==> config.mk <==
export PLATFORM = sky130hd
export DESIGN_NAME = parallax_tile_placer
export DESIGN_NICKNAME = d
export VERILOG_FILES = /design/src/hw/rtl/ptp_pkg.sv /design/src/hw/rtl/parallax_tile_placer.sv
export SDC_FILE = /design/constraint.sdc
export NUM_CORES = 2
export LEC_CHECK = 0
export ABC_AREA = 1
export CORE_UTILIZATION = 45
export CTS_CLUSTER_DIAMETER = 30
export DETAILED_ROUTE_END_ITERATION = 16
export DONT_BUFFER_PORTS = 1
export PLACE_DENSITY_LB_ADDON = 0.1
export SLEW_MARGIN = 20
export SYNTH_ARGS = -nofsm -noshare
export SYNTH_HDL_FRONTEND = slang
export SYNTH_SLANG_ARGS = --single-unit
==> constraint.sdc <==
create_clock -name i_clk -period 12.05 [get_ports i_clk]
set_input_delay 3.0125 -clock i_clk [delete_from_list [all_inputs] [get_ports i_clk]]
set_output_delay 3.0125 -clock i_clk [all_outputs]
set_load 0.01 [all_outputs]
==> src/hw/rtl/ptp_pkg.sv <==
package ptp_pkg;

    // stream and config port widths
    localparam int IN_W   = 160;
    localparam int OUT_W  = 48;
    localparam int CFG_AW = 3;
    localparam int CFG_DW = 16;

    typedef logic [3:0] t_op;
    typedef logic [2:0] t_cond;
    typedef logic [1:0] t_ksel;
    typedef logic [4:0] t_pc;
    typedef logic [1:0] t_lay;
    typedef logic [CFG_AW-1:0] t_reg;

    // micro operations
    localparam t_op OP_NOP   = 4'd0;
    localparam t_op OP_EMIT  = 4'd1;
    localparam t_op OP_NEXT  = 4'd2;
    localparam t_op OP_SUMX  = 4'd3;
    localparam t_op OP_ABS_A = 4'd4;
    localparam t_op OP_ABS_P = 4'd5;
    localparam t_op OP_MULK  = 4'd6;
    localparam t_op OP_QUO   = 4'd7;
    localparam t_op OP_MULF  = 4'd8;
    localparam t_op OP_SUMY1 = 4'd9;
    localparam t_op OP_SUMY2 = 4'd10;
    localparam t_op OP_MULM  = 4'd11;
    localparam t_op OP_IV    = 4'd12;
    localparam t_op OP_MULV  = 4'd13;
    localparam t_op OP_CLAMP = 4'd14;

    // jump conditions
    localparam t_cond C_NONE   = 3'd0;
    localparam t_cond C_ALWAYS = 3'd1;
    localparam t_cond C_NOIN   = 3'd2;
    localparam t_cond C_BANK0  = 3'd3;
    localparam t_cond C_MORE   = 3'd4;
    localparam t_cond C_ISNEAR = 3'd5;

    // constant divisor select
    localparam t_ksel K100  = 2'd0;
    localparam t_ksel K1000 = 2'd1;
    localparam t_ksel K80   = 2'd2;
    localparam t_ksel KW    = 2'd3;

    // layers
    localparam t_lay LAY_FIX  = 2'd0;
    localparam t_lay LAY_MID  = 2'd1;
    localparam t_lay LAY_NEAR = 2'd2;

    // register indexes
    localparam t_reg REG_FIX_BANK  = 3'd0;
    localparam t_reg REG_MID_BANK  = 3'd1;
    localparam t_reg REG_MID_BASE  = 3'd2;
    localparam t_reg REG_MID_VERT  = 3'd3;
    localparam t_reg REG_NEAR_BANK = 3'd4;
    localparam t_reg REG_NEAR_BASE = 3'd5;
    localparam t_reg REG_NEAR_VERT = 3'd6;

    // reciprocal multipliers and shifts, exact for unsigned 32-bit dividends
    localparam logic [31:0] MAG100  = 32'h51EB851F;
    localparam logic [31:0] MAG1000 = 32'h10624DD3;
    localparam logic [31:0] MAG5    = 32'hCCCCCCCD;
    localparam int SH100  = 37;
    localparam int SH1000 = 38;
    localparam int SH80   = 34;
    localparam int SHW    = 24;

    localparam logic signed [32:0] Y_MAGIC  = -33'sh51EB851F;
    localparam logic signed [32:0] FACT_MID = 33'sd250;
    localparam logic signed [32:0] FACT_NEAR = 33'sd500;
    localparam logic signed [32:0] COARSE_MUL = 33'sd100;
    localparam logic [10:0] TILE_W = 11'd80;
    localparam logic signed [31:0] YOFF_MIN = -32'sd28;

    typedef struct packed {
        t_op   op;
        t_ksel k;
        t_cond cond;
        t_pc   tgt;
    } t_uword;

    function automatic t_uword uw(input t_op op, input t_ksel k, input t_cond cond,
                                  input t_pc tgt);
        t_uword w;
        w.op   = op;
        w.k    = k;
        w.cond = cond;
        w.tgt  = tgt;
        return w;
    endfunction

    // control program
    function automatic t_uword uprog(input t_pc pc);
        t_uword w;
        case (pc)
            5'd0:  w = uw(OP_NOP,   K100,  C_NOIN,   5'd0);
            5'd1:  w = uw(OP_NOP,   K100,  C_BANK0,  5'd3);
            5'd2:  w = uw(OP_EMIT,  K100,  C_MORE,   5'd2);
            5'd3:  w = uw(OP_NEXT,  K100,  C_NONE,   5'd0);
            5'd4:  w = uw(OP_NOP,   K100,  C_BANK0,  5'd29);
            5'd5:  w = uw(OP_SUMX,  K100,  C_NONE,   5'd0);
            5'd6:  w = uw(OP_ABS_A, K100,  C_NONE,   5'd0);
            5'd7:  w = uw(OP_MULK,  K100,  C_NONE,   5'd0);
            5'd8:  w = uw(OP_QUO,   K100,  C_NONE,   5'd0);
            5'd9:  w = uw(OP_MULF,  K100,  C_NONE,   5'd0);
            5'd10: w = uw(OP_ABS_P, K100,  C_NONE,   5'd0);
            5'd11: w = uw(OP_MULK,  K1000, C_NONE,   5'd0);
            5'd12: w = uw(OP_QUO,   K1000, C_NONE,   5'd0);
            5'd13: w = uw(OP_ABS_A, K100,  C_NONE,   5'd0);
            5'd14: w = uw(OP_MULK,  K80,   C_NONE,   5'd0);
            5'd15: w = uw(OP_QUO,   K80,   C_NONE,   5'd0);
            5'd16: w = uw(OP_ABS_A, K100,  C_NONE,   5'd0);
            5'd17: w = uw(OP_MULK,  KW,    C_NONE,   5'd0);
            5'd18: w = uw(OP_QUO,   KW,    C_NONE,   5'd0);
            5'd19: w = uw(OP_SUMY1, K100,  C_NONE,   5'd0);
            5'd20: w = uw(OP_SUMY2, K100,  C_NONE,   5'd0);
            5'd21: w = uw(OP_MULM,  K100,  C_NONE,   5'd0);
            5'd22: w = uw(OP_IV,    K100,  C_NONE,   5'd0);
            5'd23: w = uw(OP_MULV,  K100,  C_NONE,   5'd0);
            5'd24: w = uw(OP_ABS_P, K100,  C_NONE,   5'd0);
            5'd25: w = uw(OP_MULK,  K1000, C_NONE,   5'd0);
            5'd26: w = uw(OP_QUO,   K1000, C_NONE,   5'd0);
            5'd27: w = uw(OP_CLAMP, K100,  C_NONE,   5'd0);
            5'd28: w = uw(OP_EMIT,  K100,  C_MORE,   5'd28);
            5'd29: w = uw(OP_NOP,   K100,  C_ISNEAR, 5'd0);
            5'd30: w = uw(OP_NEXT,  K100,  C_ALWAYS, 5'd4);
            default: w = uw(OP_NOP, K100,  C_ALWAYS, 5'd0);
        endcase
        return w;
    endfunction

endpackage

==> src/hw/rtl/parallax_tile_placer.sv <==
// parallax tile placer
// slave stream takes one camera position per video frame; tdata holds
// scroll_x_main, scroll_x_extra, pos_y_fine, pos_y_coarse, pos_y_extra.
// master stream gives the tile placements of the fixed layer, then the
// middle strip, then the near strip; tlast marks the final placement.
// a layer whose bank register is zero gives nothing; with all banks zero
// a request gives no placement at all.
// the config port writes one register per cycle; the user must write only while
// the block is idle, as the block does not enforce it. a request is taken only when
// the sequencer sits in its idle step. with the fixed layer on, the emit step after
// the bank test loads the first placement. with all layers on, a request runs the
// fixed bank test and FIXED_TILES emits, each strip's 24 program steps through the
// one shared 33x33 multiplier plus STRIP_TILES emits, and glue and idle steps.
// during emit steps one placement leaves per cycle while the receiver takes them;
// when it stalls, the output register holds its placement and the program waits
// on its emit step.
// synchronous reset zeroes control and config registers; the program goes idle.
module parallax_tile_placer #(
    parameter int STRIP_WRAP  = 8,
    parameter int STRIP_TILES = 9,
    parameter int FIXED_TILES = 8
) (
    input  logic                        i_clk,
    input  logic                        i_rst_n,
    input  logic                        i_s_axis_tvalid,
    output logic                        o_s_axis_tready,
    // scroll_x_main[31:0], scroll_x_extra[63:32], pos_y_fine[95:64],
    // pos_y_coarse[121:96], pos_y_extra[153:122], zero pad
    input  logic [ptp_pkg::IN_W-1:0]    i_s_axis_tdata,
    output logic                        o_m_axis_tvalid,
    input  logic                        i_m_axis_tready,
    // tile_bank[15:0], tile_frame[19:16], screen_x[30:20], screen_y[47:31]
    output logic [ptp_pkg::OUT_W-1:0]   o_m_axis_tdata,
    output logic                        o_m_axis_tlast,
    input  logic                        i_cfg_we,
    input  logic [ptp_pkg::CFG_AW-1:0]  i_cfg_addr,
    input  logic [ptp_pkg::CFG_DW-1:0]  i_cfg_wdata
);
    import ptp_pkg::*;

    localparam int TILE_MAX = (FIXED_TILES > STRIP_TILES) ? FIXED_TILES : STRIP_TILES;
    localparam int TW  = (TILE_MAX > 1) ? $clog2(TILE_MAX) : 1;
    localparam int FRW = $clog2(STRIP_WRAP) + 1;
    localparam logic [31:0] WRAP_MAG = 32'((1 << SHW) / STRIP_WRAP + 1);
    localparam logic [6:0] WRAP_D = 7'(STRIP_WRAP);
    localparam logic signed [FRW:0] WRAP_EQ = (FRW+1)'(STRIP_WRAP);
    localparam logic signed [FRW-1:0] FRM_NEGMAX = FRW'(1 - STRIP_WRAP);
    localparam logic [TW-1:0] FIX_END = TW'(FIXED_TILES - 1);
    localparam logic [TW-1:0] STRIP_END = TW'(STRIP_TILES - 1);

    // configuration
    logic [15:0] r_fix_bank, r_mid_bank, r_mid_base, r_near_bank, r_near_base;
    logic [9:0]  r_mid_vert, r_near_vert;

    // control
    t_pc         r_pc, n_pc;
    t_lay        r_lay, n_lay;
    logic [TW-1:0] r_tile, n_tile;
    logic        r_ovalid, n_ovalid;

    // datapath
    logic [153:0]         r_in, n_in;
    logic signed [31:0]   r_a, n_a;
    logic [31:0]          r_mag, n_mag;
    logic                 r_s, n_s;
    logic signed [65:0]   r_p, n_p;
    logic [10:0]          r_x, n_x;
    logic signed [FRW-1:0] r_frm, n_frm;
    logic signed [15:0]   r_v, n_v;
    logic signed [5:0]    r_yoff, n_yoff;

    // output register
    logic [15:0] r_obank, n_obank;
    logic [3:0]  r_ofrm, n_ofrm;
    logic [10:0] r_ox, n_ox;
    logic [16:0] r_oy, n_oy;
    logic        r_olast, n_olast;

    t_uword uword;
    logic   in_acc, slot_free, tile_end, later_off, jump;
    logic [15:0] bank_cur, base_cur;
    logic [9:0]  vert_cur;
    logic [TW-1:0] tile_last;

    logic signed [32:0] mul_a, mul_b;
    logic signed [65:0] mul_p;
    logic [31:0] kmag, q, qs, abs_src;
    logic [6:0]  kdiv, rem;
    logic [13:0] qd;
    logic signed [31:0] iv;
    logic signed [FRW:0] frm_inc;

    assign uword           = uprog(r_pc);
    assign o_s_axis_tready = (r_pc == 5'd0);
    assign in_acc          = i_s_axis_tvalid && o_s_axis_tready;
    assign slot_free       = !r_ovalid || i_m_axis_tready;
    assign tile_end        = (r_tile == tile_last);

    assign o_m_axis_tvalid = r_ovalid;
    assign o_m_axis_tdata  = {r_oy, r_ox, r_ofrm, r_obank};
    assign o_m_axis_tlast  = r_olast;

    always_comb begin
        case (r_lay)
            LAY_FIX: begin
                bank_cur  = r_fix_bank;
                tile_last = FIX_END;
                later_off = (r_mid_bank == 16'd0) && (r_near_bank == 16'd0);
            end
            LAY_MID: begin
                bank_cur  = r_mid_bank;
                tile_last = STRIP_END;
                later_off = (r_near_bank == 16'd0);
            end
            default: begin
                bank_cur  = r_near_bank;
                tile_last = STRIP_END;
                later_off = 1'b1;
            end
        endcase
        base_cur = (r_lay == LAY_NEAR) ? r_near_base : r_mid_base;
        vert_cur = (r_lay == LAY_NEAR) ? r_near_vert : r_mid_vert;
    end

    always_comb begin
        case (uword.cond)
            C_NONE:   jump = 1'b0;
            C_ALWAYS: jump = 1'b1;
            C_NOIN:   jump = !in_acc;
            C_BANK0:  jump = (bank_cur == 16'd0);
            C_MORE:   jump = !(slot_free && tile_end);
            C_ISNEAR: jump = (r_lay == LAY_NEAR);
            default:  jump = 1'b0;
        endcase
    end

    // constant divisor tables
    always_comb begin
        case (uword.k)
            K100:    begin kmag = MAG100;  kdiv = 7'd0;   end
            K1000:   begin kmag = MAG1000; kdiv = 7'd0;   end
            K80:     begin kmag = MAG5;    kdiv = 7'd80;  end
            default: begin kmag = WRAP_MAG; kdiv = WRAP_D; end
        endcase
    end

    // shared multiplier
    always_comb begin
        mul_a = '0;
        mul_b = '0;
        case (uword.op)
            OP_MULK: begin
                mul_a = {1'b0, (uword.k == K80) ? (r_mag >> 4) : r_mag};
                mul_b = {1'b0, kmag};
            end
            OP_MULF: begin
                mul_a = {r_a[31], r_a};
                mul_b = (r_lay == LAY_NEAR) ? FACT_NEAR : FACT_MID;
            end
            OP_SUMY1: begin
                mul_a = {{7{r_in[121]}}, r_in[121:96]};
                mul_b = COARSE_MUL;
            end
            OP_MULM: begin
                mul_a = {r_a[31], r_a};
                mul_b = Y_MAGIC;
            end
            OP_MULV: begin
                mul_a = {r_a[31], r_a};
                mul_b = {23'd0, vert_cur};
            end
            default: begin
                mul_a = '0;
                mul_b = '0;
            end
        endcase
        mul_p = mul_a * mul_b;
    end

    // quotient from the reciprocal product, remainder from the dividend's low bits
    always_comb begin
        case (uword.k)
            K100:    q = 32'(r_p >>> SH100);
            K1000:   q = 32'(r_p >>> SH1000);
            K80:     q = 32'(r_p >>> SH80);
            default: q = 32'(r_p >>> SHW);
        endcase
        qs  = r_s ? -q : q;
        qd  = q[6:0] * kdiv;
        rem = r_mag[6:0] - qd[6:0];
    end

    assign abs_src = (uword.op == OP_ABS_P) ? r_p[31:0] : r_a;
    assign iv      = r_p[63:32];
    assign frm_inc = {r_frm[FRW-1], r_frm} + (FRW+1)'(1);

    always_comb begin
        n_pc     = jump ? uword.tgt : r_pc + 5'd1;
        n_lay    = r_lay;
        n_tile   = r_tile;
        n_ovalid = r_ovalid && !i_m_axis_tready;
        n_in     = r_in;
        n_a      = r_a;
        n_mag    = r_mag;
        n_s      = r_s;
        n_p      = r_p;
        n_x      = r_x;
        n_frm    = r_frm;
        n_v      = r_v;
        n_yoff   = r_yoff;
        n_obank  = r_obank;
        n_ofrm   = r_ofrm;
        n_ox     = r_ox;
        n_oy     = r_oy;
        n_olast  = r_olast;

        if (in_acc) begin
            n_in   = i_s_axis_tdata[153:0];
            n_lay  = LAY_FIX;
            n_tile = '0;
            n_x    = '0;
        end

        case (uword.op)
            OP_EMIT: begin
                if (slot_free) begin
                    n_ovalid = 1'b1;
                    n_obank  = bank_cur;
                    n_ox     = r_x;
                    n_olast  = tile_end && later_off;
                    if (r_lay == LAY_FIX) begin
                        n_ofrm = 4'(r_tile);
                        n_oy   = '0;
                    end else begin
                        n_ofrm = 4'(16'(r_frm));
                        n_oy   = {1'b0, base_cur} + {{11{r_yoff[5]}}, r_yoff};
                    end
                    n_tile = tile_end ? '0 : r_tile + TW'(1);
                    n_x    = r_x + TILE_W;
                    n_v    = r_v + 16'sd1;
                    // signed remainder of the next column, stepping across zero
                    if (r_v[15]) begin
                        if (r_v == -16'sd1) begin
                            n_frm = '0;
                        end else if (r_frm == '0) begin
                            n_frm = FRM_NEGMAX;
                        end else begin
                            n_frm = frm_inc[FRW-1:0];
                        end
                    end else begin
                        n_frm = (frm_inc == WRAP_EQ) ? '0 : frm_inc[FRW-1:0];
                    end
                end
            end
            OP_NEXT:  n_lay = r_lay + 2'd1;
            OP_SUMX:  n_a = r_in[31:0] + r_in[63:32];
            OP_ABS_A, OP_ABS_P: begin
                n_s   = abs_src[31];
                n_mag = abs_src[31] ? -abs_src : abs_src;
            end
            OP_MULK, OP_MULF, OP_MULM, OP_MULV: n_p = mul_p;
            OP_QUO: begin
                n_a = qs;
                if (uword.k == K80) begin
                    n_x = r_s ? {4'd0, rem} : -{4'd0, rem};
                end else if (uword.k == KW) begin
                    n_v   = r_a[15:0];
                    n_frm = r_s ? -FRW'(rem) : FRW'(rem);
                end
            end
            OP_SUMY1: begin
                n_a = r_in[95:64] + r_in[153:122];
                n_p = mul_p;
            end
            OP_SUMY2: n_a = r_a + r_p[31:0];
            OP_IV:    n_a = (iv >>> 5) + $signed({31'd0, iv[31]});
            OP_CLAMP: begin
                if (!r_a[31] && r_a != 32'sd0) begin
                    n_yoff = '0;
                end else if (r_a < YOFF_MIN) begin
                    n_yoff = 6'(YOFF_MIN);
                end else begin
                    n_yoff = r_a[5:0];
                end
            end
            default: ;
        endcase
    end

    always_ff @(posedge i_clk) begin
        if (!i_rst_n) begin
            r_pc        <= '0;
            r_lay       <= LAY_FIX;
            r_tile      <= '0;
            r_ovalid    <= 1'b0;
            r_fix_bank  <= '0;
            r_mid_bank  <= '0;
            r_mid_base  <= '0;
            r_mid_vert  <= '0;
            r_near_bank <= '0;
            r_near_base <= '0;
            r_near_vert <= '0;
        end else begin
            r_pc     <= n_pc;
            r_lay    <= n_lay;
            r_tile   <= n_tile;
            r_ovalid <= n_ovalid;
            if (i_cfg_we) begin
                case (i_cfg_addr)
                    REG_FIX_BANK:  r_fix_bank  <= i_cfg_wdata;
                    REG_MID_BANK:  r_mid_bank  <= i_cfg_wdata;
                    REG_MID_BASE:  r_mid_base  <= i_cfg_wdata;
                    REG_MID_VERT:  r_mid_vert  <= i_cfg_wdata[9:0];
                    REG_NEAR_BANK: r_near_bank <= i_cfg_wdata;
                    REG_NEAR_BASE: r_near_base <= i_cfg_wdata;
                    REG_NEAR_VERT: r_near_vert <= i_cfg_wdata[9:0];
                    default: ;
                endcase
            end
        end
    end

    always_ff @(posedge i_clk) begin
        r_in    <= n_in;
        r_a     <= n_a;
        r_mag   <= n_mag;
        r_s     <= n_s;
        r_p     <= n_p;
        r_x     <= n_x;
        r_frm   <= n_frm;
        r_v     <= n_v;
        r_yoff  <= n_yoff;
        r_obank <= n_obank;
        r_ofrm  <= n_ofrm;
        r_ox    <= n_ox;
        r_oy    <= n_oy;
        r_olast <= n_olast;
    end

endmodule

==> results.yml <==
status:
  status: "finished, final reports clean"
timing:
  rsz0062_at_grt: "false"
  period_minus_slack_ps: 10820
  maxSlewHeadroom_pct: 25.8
  hold_violations: 0
  max_freq_ghz: 0.0924
  skew_ps: 54.7
  drv_slew: 0
  finalCritPeriodShare_pct: 89.8
  worst_slew_pin_slew_ps: 1110
  setup-violations-final: 0
  fin_setup_tns_ps: 0
yosys:
  syn_inst: 7983
  async_flop_share_pct: 0
  synth_area_mm2: 0.0674
  synth_flop_cell: "edfxtp_1"
  synth-edff-count: 364
  yosys_warnings: 0
  seq_area_frac_synth_pct: 20.1
  avgSynthCellArea_um2: 8.45
  ys_ff_latch: 496
  ys_types: 70
worst_setup_path:
  arrival_ps: 11190
  worstPathRequired_ps: 12420
  startpoint_type: "flip-flop"
  cp_max_fo: 19
  worst-r2r-cell-count: 32
  cp.depth: 32
  path_common_cell: "fa_1"
  cp_num_buf_inv: 9
  end_kind: "flip-flop"
  critPathCapture: "r_p[64]"
  slowest_stage: "o2111ai_4"
  timing.critical_path.from: "uword[10]"
  reg2reg_to: "r_p[64]"
  path_delay_family: "adder cells"
  timing.rr.start: "uword[10]"
  cp_slowest_stage_delay_ps: 940
  path_class: "flip-flop to flip-flop"
  ff2ff_setup_slack_ps: 1230
die:
  placementRows: 141
  die_w_um: 389
  die_y_um: 389
  io_pins: 235
  dieArea_mm2: 0.151
  core-area_mm2: 0.148
  start_util_pct: 45.5
routing:
  dr_total_vias: 53800
  wl_per_cell_um: 23.4
  vias_per_cell: 5.38
  drt_iter0_drc: 5258
  drtAntennaViolNets: 0
  drc: 0
  wirelength_mm: 234
  dr.pass1.iters: 8
power:
  p_seq_share_pct: 21.3
  swShare_pct: 51.0
  p_sw_mw: 7.23
  leakage_nw: 37.7
  vdd_ir_drop_max_uv: 515
  combPwrFrac_pct: 60.5
  clkPwrFrac_pct: 18.2
  power-per-cell-area_mw_per_mm2: 194
  internal_power_mw: 6.93
worst_hold_path:
  worstHoldPathType: "flip-flop to flip-flop"
grt:
  grt.total_usage_pct: 31.4
  grt_pass1_vias: 53700
  gr-total-overflow: 0
  grt_pass1_wl_mm: 351
  grt_max_degree: 108
  antenna_found_initial: 6
clock_network:
  ctsHoldBuffers: 0
  clockBufferDepth: 3
  cts_made_buffers: 87
  cts_tree: "yes"
  htree_levels: 3
  clkTransAtPathRegs_ps: 50
  cts-root-buf: "clkbuf_16"
  clk_latency_ps: 700
  cts_setup_buffers: 0
  cts_resized: 0
  cts_sinks: 496
placement:
  dp_hpwl_mm: 198
  numPortBuffers: 0
  place_area_mm2: 0.0699
  gp_congestion: 0.992
layout:
  area_delta_synth_final_pct: 8.23
  fill_cells: 14400
  design_area_mm2: 0.0730
  seqCellArea_mm2: 0.0136
  layout.nets: 9691
  drive_gt1_share_pct: 4.47
  multi_input_area_mm2: 0.0461
flow_run:
  maxCapViolations: 0
layer usage:
layer / share of wire, % / wire length [µm] / GRT usage [%]
met2: 45 / 106000 / 48.7
met5: 0.012 / 28 / 0
met3: 7.4 / 17400 / 4.74
met1: 44 / 103000 / 45.2
met4: 3.3 / 7810 / 9.43
registers in the layout, summed over array words and instances, names as in the netlist, 16 cells and up:
signal	flops
r_a	32
r_fix_bank	16
r_in	154
r_mag	32
r_mid_bank	16
r_mid_base	16
r_near_bank	16
r_near_base	16
r_obank	16
r_oy	17
r_p	66
r_v	16
through the flow:
stage          hold slack [ps]  utilization [%]  instances  power [mW]  setup WS (ps)
3_5_place_dp               441             47.2       9837        11.5           1580
5_1_grt                    467             49.2       9999        15.2            904
4_1_cts                    449             49.2       9999        14.2           1520
2_1_floorplan              424                -       8005        8.49           3430
3_3_place_gp               434             47.2       9837        11.5           1560
6_report                   447             49.2      10000        14.2           1230
final cells by class:
cell class / count / share of cell area, %
Clock inverter: 62 / 1.12
Sequential cell: 496 / 18.6
Multi-Input combinational cell: 5423 / 63.1
Tap cell: 1930 / 3.31
Clock buffer: 100 / 3.09
Inverter: 1895 / 9.76
Timing Repair Buffer: 93 / 0.974
Antenna cell: 2 / 0.00686
cells by family (layout without fill, tap and decap cells):
group / Yosys count / in the layout / synth area share, %
AO/OA/AOI/OAI: 1000 / 1000 / 8.74
XOR/XNOR: 169 / 169 / 2.20
adder cells (fa/ha/maj): 1511 / 1511 / 40.4
buffers and inverters: 2086 / 2150 / 11.8
flip-flops: 496 / 496 / 20.1
other: 2 / 26 / 0.0111
AND/OR/NAND/NOR: 2719 / 2719 / 16.6
worst min-delay path, stage by stage (launching register included):
cell and delay, ps:
dfxtp_1 290, inv_1 50, a21oi_1 50
cells in the mapped netlist, types with 8 or more instances:
cell       instances  share of area (%)
buf_1             10              0.056
o21bai_1          43               0.48
nand3_1          263                2.0
o2111ai_4          8               0.31
o21ai_0          385                2.9
edfxtp_1         364                 16
o21ai_1           23               0.17
o21ai_2           13               0.17
a21o_1            25               0.28
clkbuf_1         109               0.61
nand3b_1          15               0.17
nor2_1           665                3.7
a21oi_1          319                2.4
buf_2             53               0.39
dfxtp_1          132                3.9
o22ai_1           38               0.35
o21a_1            18               0.20
inv_1           1869                 10
nand2_1         1525                8.5
nor2_2            14               0.13
a21boi_0          14               0.16
fa_1            1114                 33
a211oi_1          11               0.12
buf_4             14               0.16
clkinv_1           8              0.045
ha_1             397                7.4
or2_2             22               0.20
o211ai_1          20               0.22
inv_2             18               0.10
o2111ai_1          8               0.10
nor4_1            33               0.31
xnor2_1           64               0.83
nor3_1            61               0.45
xor2_1           105                1.4
a31oi_1           27               0.25
nand4_1           90               0.84
cells in the final DEF (no fill, tap or decap), types with 33 or more instances in the layout:
master	instances
a21oi_1	319
fa_1	1114
nor4_1	33
inv_1	1868
o21ai_0	384
dfxtp_1	132
xor2_1	105
nor3_1	58
clkbuf_16	88
ha_1	397
xnor2_1	64
o21bai_1	43
nand2_1	1525
buf_4	92
nand4_1	90
edfxtp_1	364
nor2_1	658
o22ai_1	38
nand3_1	262
worst min-delay path by stage:
stage	cells past startpoint	startpoint	end
2_1_floorplan	2	r_mid_vert[4]	r_mid_vert[4]
3_3_place_gp	2	r_mid_vert[4]	r_mid_vert[4]
3_5_place_dp	2	r_mid_vert[4]	r_mid_vert[4]
4_1_cts	2	r_mid_vert[4]	r_mid_vert[4]
5_1_grt	2	r_mid_vert[2]	r_mid_vert[2]
6_report	2	r_mid_vert[4]	r_mid_vert[4]
power by group through the flow:
stage | combinational (mW) | sequential (mW) | clock (mW)
after CTS | 8.57 | 3.00 | 2.62
after global placement | 8.48 | 3.02 | 0
final | 8.58 | 3.01 | 2.58
after global routing | 9.49 | 3.03 | 2.69
after floorplan | 5.68 | 2.81 | 0
after detailed placement | 8.50 | 3.02 | 0
(Power assumes the default switching activity.)
